**src/sv/assert_macros.svh**
```systemverilog
// assertion macros used by the lock core
`ifndef ASSERT_MACROS_SVH
`define ASSERT_MACROS_SVH

// property checked on every rising clock edge outside reset
`define KCL_ASSERT(label, clk, rst, prop, msg) \
   label: assert property (@(posedge clk) disable iff (rst) (prop)) else $error(msg);

// implication checked on every rising clock edge outside reset
`define KCL_ASSERT_IMP(label, clk, rst, ante, cons, msg) \
   label: assert property (@(posedge clk) disable iff (rst) (ante) |=> (cons)) \
      else $error(msg);

`endif

```
**src/sv/kcl_pkg.sv**
```systemverilog
// types, constants and helper functions of the keypad code lock
package kcl_pkg;

   localparam int DIGITS_DEF = 4;
   localparam int RESET_CODE = 1234;
   localparam int OUT_VALUE_W = 14;
   localparam int OUT_LENGTH_W = 3;
   localparam int KEY_W = 5;

   // special key codes
   localparam logic [KEY_W-1:0] KEY_BACK = 5'd4;
   localparam logic [KEY_W-1:0] KEY_CHANGE = 5'd8;
   localparam logic [KEY_W-1:0] KEY_ENTER = 5'd16;

   // event codes reported with each result
   typedef enum logic [2:0] {
      EV_NONE = 3'd0,
      EV_OK = 3'd1,
      EV_ERR = 3'd2,
      EV_CHANGE = 3'd3,
      EV_CHANGED = 3'd4
   } ev_type;

   // decoded key
   typedef struct packed {
      logic       is_digit;
      logic [3:0] digit;
      logic       is_back;
      logic       is_change;
      logic       is_enter;
   } key_dec_type;

   // width that holds the largest entry, never below the output width
   function automatic int entry_width(input int digits);
      int p;
      int w;
      p = 1;
      for (int i = 0; i < digits; i++) p = p * 10;
      w = $clog2(p);
      return (w > OUT_VALUE_W) ? w : OUT_VALUE_W;
   endfunction

   // exact x / 10 for any 32-bit x by reciprocal multiply
   function automatic logic [31:0] div10(input logic [31:0] x);
      logic [63:0] p;
      p = {32'd0, x} * 64'h0000_0000_CCCC_CCCD;
      return {3'd0, p[63:35]};
   endfunction

endpackage

```
**src/sv/kcl_key_decode.sv**
```systemverilog
// key code decoder: digit value and command keys
module kcl_key_decode (
   input  logic [kcl_pkg::KEY_W-1:0] key,
   output kcl_pkg::key_dec_type      dec
);
   import kcl_pkg::*;

   // digit map of the 4x4 matrix, row-major
   always_comb begin
      dec = '0;
      case (key)
         5'd1: begin dec.is_digit = 1'b1; dec.digit = 4'd1; end
         5'd2: begin dec.is_digit = 1'b1; dec.digit = 4'd2; end
         5'd3: begin dec.is_digit = 1'b1; dec.digit = 4'd3; end
         5'd5: begin dec.is_digit = 1'b1; dec.digit = 4'd4; end
         5'd6: begin dec.is_digit = 1'b1; dec.digit = 4'd5; end
         5'd7: begin dec.is_digit = 1'b1; dec.digit = 4'd6; end
         5'd9: begin dec.is_digit = 1'b1; dec.digit = 4'd7; end
         5'd10: begin dec.is_digit = 1'b1; dec.digit = 4'd8; end
         5'd11: begin dec.is_digit = 1'b1; dec.digit = 4'd9; end
         5'd14: begin dec.is_digit = 1'b1; dec.digit = 4'd0; end
         KEY_BACK: dec.is_back = 1'b1;
         KEY_CHANGE: dec.is_change = 1'b1;
         KEY_ENTER: dec.is_enter = 1'b1;
         default: dec = '0;
      endcase
   end

endmodule

```
**src/sv/kcl_core.sv**
```systemverilog
// lock state registers and the per-key update logic
`include "assert_macros.svh"

module kcl_core #(
   parameter int DIGITS = kcl_pkg::DIGITS_DEF
) (
   input  logic                         clock,
   input  logic                         reset,
   input  logic                         step_en,
   input  logic [kcl_pkg::KEY_W-1:0]    key,
   output logic [kcl_pkg::OUT_VALUE_W-1:0]  entry_nxt,
   output logic [kcl_pkg::OUT_LENGTH_W-1:0] length_nxt,
   output logic                         login_nxt,
   output logic                         change_nxt,
   output kcl_pkg::ev_type              ev_nxt
);
   import kcl_pkg::*;

   localparam int ENTRY_W = entry_width(DIGITS);
   localparam int CNT_W = ($clog2(DIGITS + 1) > OUT_LENGTH_W) ?
                          $clog2(DIGITS + 1) : OUT_LENGTH_W;
   localparam logic [CNT_W-1:0] CNT_FULL = CNT_W'(DIGITS);

   logic [ENTRY_W-1:0] entry_ff, entry_in;
   logic [CNT_W-1:0]   count_ff, count_in;
   logic [ENTRY_W-1:0] code_ff, code_in;
   logic               login_ff, login_in;
   logic               change_ff, change_in;
   ev_type             ev_in;
   key_dec_type        dec;
   logic [ENTRY_W+3:0] append_val;
   logic [ENTRY_W-1:0] back_val;

   kcl_key_decode u_decode (
      .key (key),
      .dec (dec)
   );

   // entry times ten plus the new digit, and entry over ten
   assign append_val = ({4'd0, entry_ff} << 3) + ({4'd0, entry_ff} << 1)
                       + (ENTRY_W + 4)'(dec.digit);
   assign back_val = ENTRY_W'(div10(32'(entry_ff)));

   // next state for one key
   always_comb begin
      entry_in = entry_ff;
      count_in = count_ff;
      code_in = code_ff;
      login_in = login_ff;
      change_in = change_ff;
      ev_in = EV_NONE;
      if (dec.is_digit) begin
         if (count_ff < CNT_FULL) begin
            entry_in = ENTRY_W'(append_val);
            count_in = count_ff + 1'b1;
         end
      end else if (dec.is_back) begin
         if (count_ff != '0) begin
            entry_in = back_val;
            count_in = count_ff - 1'b1;
         end
      end else if (dec.is_change) begin
         if (login_ff) begin
            entry_in = '0;
            count_in = '0;
            change_in = 1'b1;
            ev_in = EV_CHANGE;
         end
      end else if (dec.is_enter) begin
         if (!change_ff) begin
            if (entry_ff == code_ff) begin
               login_in = 1'b1;
               ev_in = EV_OK;
            end else begin
               entry_in = '0;
               count_in = '0;
               login_in = 1'b0;
               ev_in = EV_ERR;
            end
         end else if (count_ff == CNT_FULL) begin
            code_in = entry_ff;
            entry_in = '0;
            count_in = '0;
            change_in = 1'b0;
            login_in = 1'b0;
            ev_in = EV_CHANGED;
         end
      end
   end

   // state update on each transfer out of the input register
   always_ff @(posedge clock) begin
      if (reset) begin
         entry_ff <= '0;
         count_ff <= '0;
         code_ff <= ENTRY_W'(RESET_CODE);
         login_ff <= 1'b0;
         change_ff <= 1'b0;
      end else if (step_en) begin
         entry_ff <= entry_in;
         count_ff <= count_in;
         code_ff <= code_in;
         login_ff <= login_in;
         change_ff <= change_in;
      end
   end

   // result fields are the state after the key
   assign entry_nxt = entry_in[OUT_VALUE_W-1:0];
   assign length_nxt = count_in[OUT_LENGTH_W-1:0];
   assign login_nxt = login_in;
   assign change_nxt = change_in;
   assign ev_nxt = ev_in;

   `KCL_ASSERT(a_change_needs_login, clock, reset, !change_ff || login_ff, "change mode without login")
   `KCL_ASSERT(a_count_range, clock, reset, count_ff <= CNT_FULL, "digit count above limit")
   `KCL_ASSERT_IMP(a_changed_clears, clock, reset, step_en && ev_in == EV_CHANGED, count_ff == '0 && !change_ff && !login_ff, "code change did not clear state")

endmodule

```
**src/sv/keypad_code_lock.sv**
```systemverilog
// keypad code lock: top level with input and result registers
// a key passes through the input register, then the result register, before its result can transfer
// throughput: one key per cycle while the result is not stalled, as the lock state updates on each key
// a stalled result holds the input register, which then stalls the next key
// reset (synchronous, active high): entry empty, code 1234, logged out, no change
module keypad_code_lock #(
   parameter int DIGITS = kcl_pkg::DIGITS_DEF
) (
   input  logic                              clock,
   input  logic                              reset,
   input  logic                              req_valid,
   output logic                              req_stall,
   input  logic [kcl_pkg::KEY_W-1:0]         req_key,
   output logic                              rsp_valid,
   input  logic                              rsp_stall,
   output logic [kcl_pkg::OUT_VALUE_W-1:0]   rsp_entry_value,
   output logic [kcl_pkg::OUT_LENGTH_W-1:0]  rsp_entry_length,
   output logic                              rsp_logged_in,
   output logic                              rsp_change_active,
   output logic [2:0]                        rsp_event_res
);
   import kcl_pkg::*;

   logic                    in_valid_ff;
   logic [KEY_W-1:0]        in_key_ff;
   logic                    out_valid_ff;
   logic [OUT_VALUE_W-1:0]  out_value_ff;
   logic [OUT_LENGTH_W-1:0] out_length_ff;
   logic                    out_login_ff;
   logic                    out_change_ff;
   ev_type                  out_ev_ff;
   logic                    out_adv;
   logic                    step_en;
   logic [OUT_VALUE_W-1:0]  entry_nxt;
   logic [OUT_LENGTH_W-1:0] length_nxt;
   logic                    login_nxt;
   logic                    change_nxt;
   ev_type                  ev_nxt;

   // flow control between the two register stages
   assign out_adv = !out_valid_ff || !rsp_stall;
   assign step_en = in_valid_ff && out_adv;
   assign req_stall = in_valid_ff && !out_adv;

   // input register
   always_ff @(posedge clock) begin
      if (reset) begin
         in_valid_ff <= 1'b0;
      end else if (!req_stall) begin
         in_valid_ff <= req_valid;
      end
   end

   always_ff @(posedge clock) begin
      if (!req_stall && req_valid) begin
         in_key_ff <= req_key;
      end
   end

   kcl_core #(
      .DIGITS (DIGITS)
   ) u_core (
      .clock      (clock),
      .reset      (reset),
      .step_en    (step_en),
      .key        (in_key_ff),
      .entry_nxt  (entry_nxt),
      .length_nxt (length_nxt),
      .login_nxt  (login_nxt),
      .change_nxt (change_nxt),
      .ev_nxt     (ev_nxt)
   );

   // result register
   always_ff @(posedge clock) begin
      if (reset) begin
         out_valid_ff <= 1'b0;
      end else if (out_adv) begin
         out_valid_ff <= in_valid_ff;
      end
   end

   always_ff @(posedge clock) begin
      if (step_en) begin
         out_value_ff <= entry_nxt;
         out_length_ff <= length_nxt;
         out_login_ff <= login_nxt;
         out_change_ff <= change_nxt;
         out_ev_ff <= ev_nxt;
      end
   end

   assign rsp_valid = out_valid_ff;
   assign rsp_entry_value = out_value_ff;
   assign rsp_entry_length = out_length_ff;
   assign rsp_logged_in = out_login_ff;
   assign rsp_change_active = out_change_ff;
   assign rsp_event_res = out_ev_ff;

endmodule

```
**config.mk**
```make
export PLATFORM = sky130hd
export DESIGN_NAME = keypad_code_lock
export DESIGN_NICKNAME = d
export VERILOG_FILES = /design/src/sv/kcl_pkg.sv /design/src/sv/kcl_key_decode.sv /design/src/sv/kcl_core.sv /design/src/sv/keypad_code_lock.sv
export VERILOG_INCLUDE_DIRS = /design/src /design/src/sv
export SDC_FILE = /design/constraint.sdc
export NUM_CORES = 1
export LEC_CHECK = 0
export BUFFER_PORTS_ARGS = -buffer_cell sky130_fd_sc_hd__buf_2
export CORE_MARGIN = 3
export CORE_UTILIZATION = 55
export CTS_BUF_LIST = sky130_fd_sc_hd__clkbuf_8
export CTS_CLUSTER_DIAMETER = 200
export DETAILED_ROUTE_END_ITERATION = 7
export GPL_ROUTABILITY_DRIVEN = 0
export PLACE_DENSITY = 0.74
export SYNTH_ARGS = -nofsm -noshare
export SYNTH_HDL_FRONTEND = slang
export SYNTH_SLANG_ARGS = --single-unit
```
**constraint.sdc**
```tcl
create_clock -name clock -period 15.8 [get_ports clock]
set_input_delay 2.37 -clock clock [delete_from_list [all_inputs] [get_ports clock]]
set_output_delay 2.37 -clock clock [all_outputs]
set_load 0.02 [all_outputs]
```
; ---- After elaboration in Yosys (flattened, before gate mapping)
; Cells that the tools add are included.
[word_totals]
reg_bits = 62
in_bits = 9
output_inout_bits = 24
wordCells = 92
[classes]
add_sub_neg = 4
mul = 1
order_cmp = 1
n_eq_ne = 15
n_mux = 44
bitwise = 3
reduce_logical = 11
[ops]
columns = op, n
row1 = 2-to-1 mux 14 bit, 10
row2 = case mux 5 bit (10 select lines), 1
row3 = multiplier 14 x 32 -> 46 bit (second input constant), 1
row4 = 2-to-1 mux 3 bit, 14
row5 = == test 5 x 4 -> 1 bit (second input constant), 5
row6 = == test 5 x 3 -> 1 bit (second input constant), 4
row7 = 2-to-1 mux 1 bit, 17
row8 = adder 14 bit, 1
row9 = adder 14 x 4 -> 14 bit, 1
row10 = == test 14 bit, 1
row11 = == test 5 x 2 -> 1 bit (second input constant), 2
row12 = AND reduction 7 bit, 1
row13 = == test 5 x 1 -> 1 bit (second input constant), 1
row14 = == test 5 bit (second input constant), 1
row15 = logical NOT 1 bit, 4
row16 = 2-to-1 mux 2 bit, 2
row17 = adder 3 x 1 -> 3 bit (second input constant), 1
row18 = == test 3 bit (second input constant), 1
row19 = logical AND 1 bit, 3
row20 = less-than comparator 3 bit (second input constant), 1
row21 = inverter 1 bit, 3
row22 = nonzero test 3 bit, 1
row23 = subtractor 3 x 1 -> 3 bit (second input constant), 1
row24 = OR reduction 2 bit, 1
row25 = logical OR 1 bit, 1

; ---- Depth between registers and ports, before layout
; Gate-level depths: netlist of the first run.
[logic_depth]
ltp_word = 7
ltp_mapped = 22
depth_no_buf = 21

; ---- Modules after synthesis
; From an unflattened synthesis of the first run, not the netlist that was laid out.
[unflattened]
cells_unflattened = 813
area_unflattened_um2 = 7634.8
[modules_own_cells]
columns = mod, instances, cells_per_inst, area_per_inst_um2, seq_area_each_um2
row1 = kcl_core, 1, 756, 6577.6, 660.6
row2 = keypad_code_lock, 1, 37, 897.1, 850.8
row3 = kcl_key_decode, 1, 20, 160.2, 0.0

; ---- Least setup slack after synthesis of the first run
; OpenSTA, ideal clock, no wires.
[synth_timing]
kind = flip-flop to flip-flop
startpoint = register u_core.entry_ff[12]
endpoint = register out_value_ff[4], in the netlist rsp_entry_value[4] (data pin)
setup_ps = 265
arrival_ps = 5244
required_ps = 15535
setup_slack_ps = 10291
stages_incl_launch_ff = 19
path_buffers = 1
synth_period_minus_slack_ps = 5509
cell_sequence = dfxtp_1 -> buf_2 -> inv_1 -> ha_1 -> fa_1 -> fa_1 -> fa_1 -> inv_1 -> fa_1 -> fa_1 -> ha_1 -> a21o_1 -> a21o_1 -> o211ai_1 -> nand4_1 -> a21oi_4 -> xnor2_1 -> a222oi_1 -> inv_1
[synth_between]
elab_chain_cells = 7
elab_cells_between_ends = 9
classes_between = mul (1) / eq/ne (1) / mux (7)
[synth_lines]
columns = element, line
row1 = start: declaration, kcl_core.sv:24  ; logic [ENTRY_W-1:0] entry_ff, entry_in;
row2 = start signal: assignment, kcl_core.sv:100  ; entry_ff <= entry_in;
row3 = branches (longest 5 deep; another with multiplier 14 x 32 -> 46 bit), -
row4 = 2-to-1 mux 14 bit *, kcl_core.sv:57  ; end else if (dec.is_back) begin
row5 = 2-to-1 mux 14 bit *, kcl_core.sv:52  ; if (dec.is_digit) begin
row6 = via entry_nxt[4], keypad_code_lock.sv:34  ; logic [OUT_VALUE_W-1:0] entry_nxt;
row7 = end signal: assignment, keypad_code_lock.sv:85  ; out_value_ff <= entry_nxt;
row8 = end: declaration, keypad_code_lock.sv:27  ; logic [OUT_VALUE_W-1:0] out_value_ff;
; Mark *: on every way through the listed nets, which the timed path passes.
; A chain may end at the register's enable or synchronous reset.

; ---- Final worst setup path of the first run
[layout_timing]
startpoint = register u_core.entry_ff[6]
endpoint = register u_core.entry_ff[10]
[layout_between]
elab_chain_cells = 7
elab_cells_between_ends = 12
classes_between = add/sub (2) / mul (1) / eq/ne (1) / mux (8)
[layout_lines]
columns = element, line
row1 = branches (longest 6 deep; another with multiplier 14 x 32 -> 46 bit), -
row2 = 2-to-1 mux 14 bit *, kcl_core.sv:52
; Mark *: on every way between the ends.

==> metrics.md, run 1 <==
| Metric | Value |
|---|---|
| Clock root cell | `clkbuf_8` |
| Maxcap violations | `0` |
| Pre-Repair DR Iteration Count | `5` |
| TritonCTS clock tree | `yes` |
| HP Class | `reg -> reg` |
| Num CTS Buffers | `9` |
| FF-to-FF Start | `u_core.entry_ff[6]` |
| Final setup violation count | `0` |
| First-pass GRT wire length | `29100 um` |
| Yosys warning total | `0` |
| CP max FO | `10` |
| Vias per cell | `around 5.8` |
| Avg Inst Size Synth | `~9.2 sq um` |
| Clock Skew | `0.0108 ns` |
| Final-report hold violation count | `0` |
| Yosys reg bits | `62` |
| Die height | `122 um` |
| Post-cts sizing count | `0` |
| IO Count | `33` |
| Crit path capture | `u_core.entry_ff[10]` |
| HP Start | `u_core.code_ff[3]` |
| Syn nets | `1016` |
| Post-Synth Simple-Gate Area | `a little over an eighth` |
| Final Cycle Share | `38.8%` |
| Sw Share | `a little over two fifths` |
| Register area share after synthesis | `about a fifth` |
| R2R Path End | `u_core.entry_ff[10]` |
| Flop pwr share | `about 28%` |
| Area Growth Syn to Fin | `5.90%` |
| Final ANT Viol Nets | `0` |
| P_leak | `around 0.0040 uW` |
| RSZ-0062 raised after global routing | `no` |
| H-Tree Depth | `3` |
| Die width | `between 100 and 150 um` |
| CP Launch Type | `register` |
| Skew-Pair Late Insertion Delay | `0.35 ns` |
| Mapped Cells | `a little over 800` |
| 1st-iter DRT viols | `between 300 and 400` |
| Required @ worst endpoint | `about 16 ns` |
| DR WL/cell | `around 17 um` |
| Pins Over Slew Limit | `0` |
| Xor/xnor share of the synthesized area | `3.76%` |
| Largest family of logic cells by synthesized area | `adder cells` |
| Peak Freq | `roughly 160 MHz` |
| Maximum VDD drop | `approximately 66 uV` |
| Fillcell total | `around 1100` |
| Clk pwr share | `a little under a fifth` |
| Fin nets | `between 1000 and 1500` |
| Power Density | `around 84 nW/um^2` |
| PortBufs | `32` |
| Ratio of cells with drive above 1 in the final layout | `approximately 7%` |
| Type of the worst setup path | `reg -> reg` |
| Ys async rst share | `0%` |
| Postcts setup bufs | `0` |
| Clock Sinks | `just over 60` |
| Leading cell type in the layout, fill and taps excluded | `ha_1` |
| Status | `finished clean` |
| Worst-margin pin slew | `0.837 ns` |
| Detailed Place HPWL | `between 10000 and 15000 um` |
| Slew headroom | `between 40 and 50%` |
| GR Overflow Total | `0` |
| Worst hold slack | `about 0.47 ns` |
| # DRC | `0` |
| Max clock buf depth | `2` |
| Inserted Diodes | `0` |
| Power Internal | `376 uW` |
| Die Area | `15000 sq um` |
| Mux cell area share after synthesis | `around 1.2%` |
| Total number of vias | `about 5900` |
| Comb power frac | `between 50% and 60%` |
| Period minus WS final | `~6.1 ns` |
| Total power | `662 uW` |
| Crit path from | `u_core.entry_ff[6]` |
| Core box area | `between 10000 and 15000 sq um` |
| Core Rows | `41` |
| Reg2reg path depth | `19` |
| Clk slew on worst S/H paths | `~0.070 ns` |
| Largest net degree at the start of global routing | `37` |
| Final Routed Wirelength | `roughly 17000 um` |
| Crit path DAT | `between 6 and 7 ns` |
| GRT Util Overall | `between 20% and 30%` |
| Setup_tns | `0 ns` |
| Synth Area in Compound Gates | `roughly 14%` |
| Cell Area, Synth | `7460 sq um` |
| Post-Synth Adder-Cell Area | `39.5%` |
| Most frequent cells in the layout | `ha_1, inv_1, nand2_1` |
| Initial core utilization | `between 50% and 60%` |
| Vias in the first global route | `about 6000` |
| Reg2reg setup slack | `between 9 and 10 ns` |
| CTS Hold Buffers Added | `0` |
| Netlist cell types | `between 60 and 70` |
| Number of synthesized flops with an enable pin | `27` |
| Top_reg_cell synth | `dfxtp_1` |
| CP endpoint kind | `register` |
| P_sw | `around 290 uW` |
| Initial antenna violation count | `0` |
## Yosys cell counts (12+ instances only)
| library cell | count | area share, % |
|---|---|---|
| clkbuf_1 | 14 | 0.70 |
| fa_1 | 64 | 17 |
| ha_1 | 133 | 22 |
| a21o_1 | 12 | 1.2 |
| nand2_1 | 73 | 3.7 |
| o21ai_0 | 21 | 1.4 |
| nor2_1 | 51 | 2.6 |
| edfxtp_1 | 27 | 11 |
| inv_1 | 121 | 6.1 |
| nand3_1 | 18 | 1.2 |
| dfxtp_1 | 35 | 9.4 |
| nor3_1 | 15 | 1.0 |
| xnor2_1 | 12 | 1.4 |
| a21oi_1 | 49 | 3.3 |
| xor2_1 | 20 | 2.3 |
## flip-flops by register name, summed over array words and instances (netlist names)
signal             count
rsp_entry_value       14
u_core.code_ff        14
u_core.entry_ff       14
in_key_ff              5
rsp_entry_length       3
rsp_event_res          3
u_core.count_ff        3
in_valid_ff            1
rsp_change_active      1
rsp_logged_in          1
rsp_valid              1
u_core.change_ff       1
u_core.login_ff        1
## per-stage QoR
stage               cells  instance area, sq um  utilization (%)  worst slack, ns
floorplan             810                  7460                -            10.29
global route         1012                  7900             61.1             9.32
detailed placement    996                  7730             59.8             9.77
CTS                  1012                  7900             61.1             9.75
finish               1012                  7900             61.1             9.67
global placement      996                  7730             59.8             9.92
## final cells by class
| class | count | area (sq um) | share of cell area (%) |
|---|---|---|---|
| well taps | 172 | 215 | 2.72 |
| multi-input cells | 605 | 5360 | 67.8 |
| clock inverters | 5 | 25.0 | 0.317 |
| inverters | 121 | 454 | 5.75 |
| clock buffers | 11 | 151 | 1.92 |
| repair buffers | 36 | 190 | 2.41 |
| flip-flops and latches | 62 | 1510 | 19.1 |
## cells by family after synthesis
group / count (synthesis)
AOI/OAI and AO/OA: 154
xor gates and xnor gates: 32
adders and majority gates: 197
buffers and inverters: 143
DFF: 62
muxes: 9
and+or+nand+nor: 213
## critical path, stage by stage, from the launching register on
cell and delay (ns):
dfxtp_1 0.62, inv_1 0.09, ha_1 0.35, fa_1 0.53
fa_1 0.50, inv_1 0.08, fa_1 0.62, inv_1 0.08
fa_1 0.54, inv_1 0.04, ha_1 0.29, ha_1 0.39
a21oi_1 0.23, o211ai_1 0.15, a21oi_1 0.26, nor3_1 0.08
nor4_1 0.58, or3_1 0.20, nand3_1 0.10, a311oi_1 0.30
## power by group through the flow
stage | registers (uW) | clock network [uW] | logic (uW)
2_1_floorplan | 190 | 0 | 261
3_3_place_gp | 189 | 0 | 337
3_5_place_dp | 189 | 0 | 345
4_1_cts | 185 | 129 | 350
5_1_grt | 186 | 134 | 402
6_report | 185 | 125 | 352
## how the worst min path moves through the flow
stage,to,slack [ns],depth (start not counted)
global route,u_core.code_ff[3],0.50,2
detailed placement,u_core.code_ff[9],0.46,2
finish,u_core.code_ff[3],0.47,2
global placement,u_core.code_ff[5],0.45,2
floorplan,u_core.login_ff,0.44,2
CTS,u_core.code_ff[9],0.47,2
## routing by layer
metal  global-route usage (%)  part of all wire (%)  up-vias  wire length, um
met4                     7.63                   2.5        0              440
met3                     4.29                   5.5       41              957
li1                         -                     -     2855                -
met5                        0                     0        -                0
met1                     33.7                    45     2838             7800
met2                     41.0                    47      170             8160
No activity file was read; power rests on OpenSTA's default activity.
==> run 2, diff against run 1 <==
- ABC_AREA: not set -> 1
- clock period: 15.8 -> 6.07 ns (I/O delays scaled with it)
==> metrics.md, run 2 <==
| Metric | Value |
|---|---|
| Top cells by count, synth | `nand2_1, inv_1, ha_1` |
| # DRC | `0` |
| Pre-Repair DR Iteration Count | `6` |
| Crit path from | `u_core.entry_ff[6]` |
| Core box area | `15300 sq um` |
| Register area share after synthesis | `17.6%` |
| Max incr delay on CP | `around 0.60 ns` |
| GR Overflow Total | `0` |
| GRT Util Overall | `between 20% and 30%` |
| CP max FO | `8` |
| Worst path bufs/invs | `5` |
| Die width | `between 100 and 150 um` |
| Cell with the most instances after synthesis | `nand2_1` |
| Crit path DAT | `between 5 and 6 ns` |
| Initial antenna violation count | `0` |
| Initial core utilization | `between 50% and 60%` |
| Critical Path, Cell by Cell | `inv_1 -> ha_1 -> fa_1 -> fa_1 -> inv_1 -> fa_1 -> inv_1 -> fa_1 -> fa_1 -> inv_1 -> ha_1 -> nand2_1 -> nor2_1 -> nand2_1 -> nor2_1 -> nand3_1 -> nand2_1 -> nor2_1 -> nand2_1 -> nand2_1 -> nand3_1 -> nand3_2 -> o21bai_1 -> inv_1` |
| Number of synthesized flops with an enable pin | `27` |
| Required @ worst endpoint | `6.32 ns` |
| Comb power frac | `between 60% and 70%` |
| Avg Inst Size Synth | `roughly 7 sq um` |
| Clk slew on worst S/H paths | `0.08 ns` |
| Synth top area share | `19.3%` |
| CP Launch Type | `register` |
| Vias in the first global route | `7309` |
| Final ANT Viol Nets | `0` |
| H-Tree Depth | `3` |
| Power Internal | `roughly 1400 uW` |
| CP endpoint kind | `register` |
| Pins Over Slew Limit | `0` |
| Total power | `roughly 2800 uW` |
| Largest net degree at the start of global routing | `29` |
| Total number of vias | `slightly below 8000` |
| Vias per cell | `about 5.3` |
| Power Density | `approximately 300 nW/um^2` |
| Max clock buf depth | `2` |
| Yosys warning total | `0` |
| Ratio of cells with drive above 1 in the final layout | `under 10%` |
| Core Rows | `45` |
| TritonCTS clock tree | `yes` |
| Final Cycle Share | `a little over nine tenths` |
| Syn nets | `between 1000 and 1500` |
| HP Class | `reg -> reg` |
| Post-Place Worst Slack | `between 0.4 and 0.5 ns` |
| RSZ-0062 raised after global routing | `no` |
| FF-to-FF Start | `u_core.entry_ff[6]` |
| CTS Hold Buffers Added | `0` |
| Status | `finished clean` |
| Fin util | `between 60% and 70%` |
| Reg2reg setup slack | `about 0.38 ns` |
| PortBufs | `32` |
| Kind of cell adding the most delay to the critical path | `adder cells` |
| DR WL met3 | `between 1500 and 2000 um` |
| Die height | `about 130 um` |
| P_leak | `0.00532 uW` |
| Final-report hold violation count | `0` |
| Type of the worst setup path | `reg -> reg` |
| Setup_tns | `0 ns` |
| Yosys reg bits | `62` |
| Leading post-synthesis cells by cell area | `ha_1, fa_1, nand2_1` |
| IO Count | `33` |
| Clk pwr share | `17.5%` |
| HP Start | `u_core.code_ff[8]` |
| Worst-margin pin slew | `0.954 ns` |
| Final Routed Wirelength | `22800 um` |
| Leading cell type in the layout, fill and taps excluded | `nand2_1` |
| 1st-iter DRT viols | `728` |
| Cell Area, Synth | `8600 sq um` |
| Flop pwr share | `approximately 18%` |
| DR top layer | `met4` |
| Die Area | `approximately 17000 sq um` |
| Clock root cell | `clkbuf_8` |
| Clock Sinks | `62` |
| First-pass GRT wire length | `about 37000 um` |
| Design Area, Final | `9290 sq um` |
| Sw Share | `roughly half` |
| Area Growth Syn to Fin | `8.00%` |
| Mapped Cells | `roughly 1200` |
| Maximum VDD drop | `between 100 and 150 uV` |
| Maxcap violations | `0` |
| P_sw | `1370 uW` |
| Post-cts sizing count | `0` |
| Detailed Place HPWL | `18900 um` |
| Netlist cell types | `38` |
| Period minus WS final | `~5.7 ns` |
| Final setup violation count | `0` |
| Top_reg_cell synth | `dfxtp_1` |
| DR WL/cell | `between 15 and 20 um` |
| Leading area contributor after synthesis | `ha_1` |
| PnR worst setup slack | `0.377 ns` |
| Clock Skew | `slightly below 0.01 ns` |
| Num CTS Buffers | `9` |
| Postcts setup bufs | `0` |
| Inserted Diodes | `0` |
| Area after DPL | `about 9000 sq um` |
| Slew headroom | `roughly 36%` |
| Met1 wire length | `10100 um` |
| DR WL met2 | `10400 um` |
| Skew-Pair Late Insertion Delay | `~0.36 ns` |
| Fin nets | `about 1400` |
| Peak Freq | `approximately 180 MHz` |
| Slowest cell on crit path | `fa_1` |
| Most frequent cells in the layout | `nand2_1, inv_1, ha_1` |
| Ys async rst share | `0%` |
-- run 2: kinds of logic after synthesis --
kind of cell | count (synthesis) | share of synthesized area (%)
buf+inv | 282 | 12.6
simple gates | 498 | 24.6
xor+xnor | 10 | 1.02
fa+ha+maj | 197 | 34.2
compound gates | 153 | 9.99
flops | 62 | 17.6
-- run 2: power by group through the flow --
stage | registers [uW] | clock network [uW] | logic [uW]
global placement | 492 | 0 | 1730
finish | 483 | 482 | 1790
global route | 486 | 503 | 2040
floorplan | 505 | 0 | 1290
CTS | 483 | 490 | 1770
detailed placement | 492 | 0 | 1750
-- run 2: worst paths after layout --
| path | end | cells past startpoint |
|---|---|---|
| worst max-delay path | u_core.entry_ff[4] | 24 |
| worst min-delay path | u_core.code_ff[8] | 2 |
| worst max register to register | u_core.entry_ff[4] | 24 |
| worst min register to register | u_core.code_ff[8] | 2 |
-- run 2: routing by layer --
layer,vias to the layer above,global-route usage [%]
li1,3875,-
met1,3524,38.7
met2,282,44.0
met3,47,4.38
met4,0,7.80
met5,-,0
-- run 2: area by class of cell --
| cell class | count | area [sq um] |
|---|---|---|
| inverter | 264 | 991 |
| multi-input combinational | 858 | 6010 |
| fill | 1436 | 5970 |
| timing repair buffer | 44 | 250 |
| clock buffer | 9 | 124 |
| clock inverter | 7 | 136 |
| sequential | 62 | 1510 |
| tap | 211 | 264 |
-- run 2: worst reg2reg max path, cell delays in order, from the launching register on --
cell and delay, ns:
dfxtp_1 0.50, inv_1 0.15, ha_1 0.36, fa_1 0.53, fa_1 0.51, inv_1 0.09, fa_1 0.60, inv_1 0.08
fa_1 0.46, fa_1 0.51, inv_1 0.05, ha_1 0.31, nand2_1 0.14, nor2_1 0.25, nand2_1 0.12, nor2_1 0.14
nand3_1 0.10, nand2_1 0.08, nor2_1 0.05, nand2_1 0.06, nand2_1 0.04, nand3_1 0.15, nand3_2 0.11, o21bai_1 0.14
inv_1 0.06
-- run 2: per-stage QoR --
stage          cells  hold WS [ns]
3_5_place_dp    1439         0.460
4_1_cts         1455         0.471
2_1_floorplan   1202         0.444
3_3_place_gp    1439         0.454
6_report        1455         0.471
5_1_grt         1455         0.496
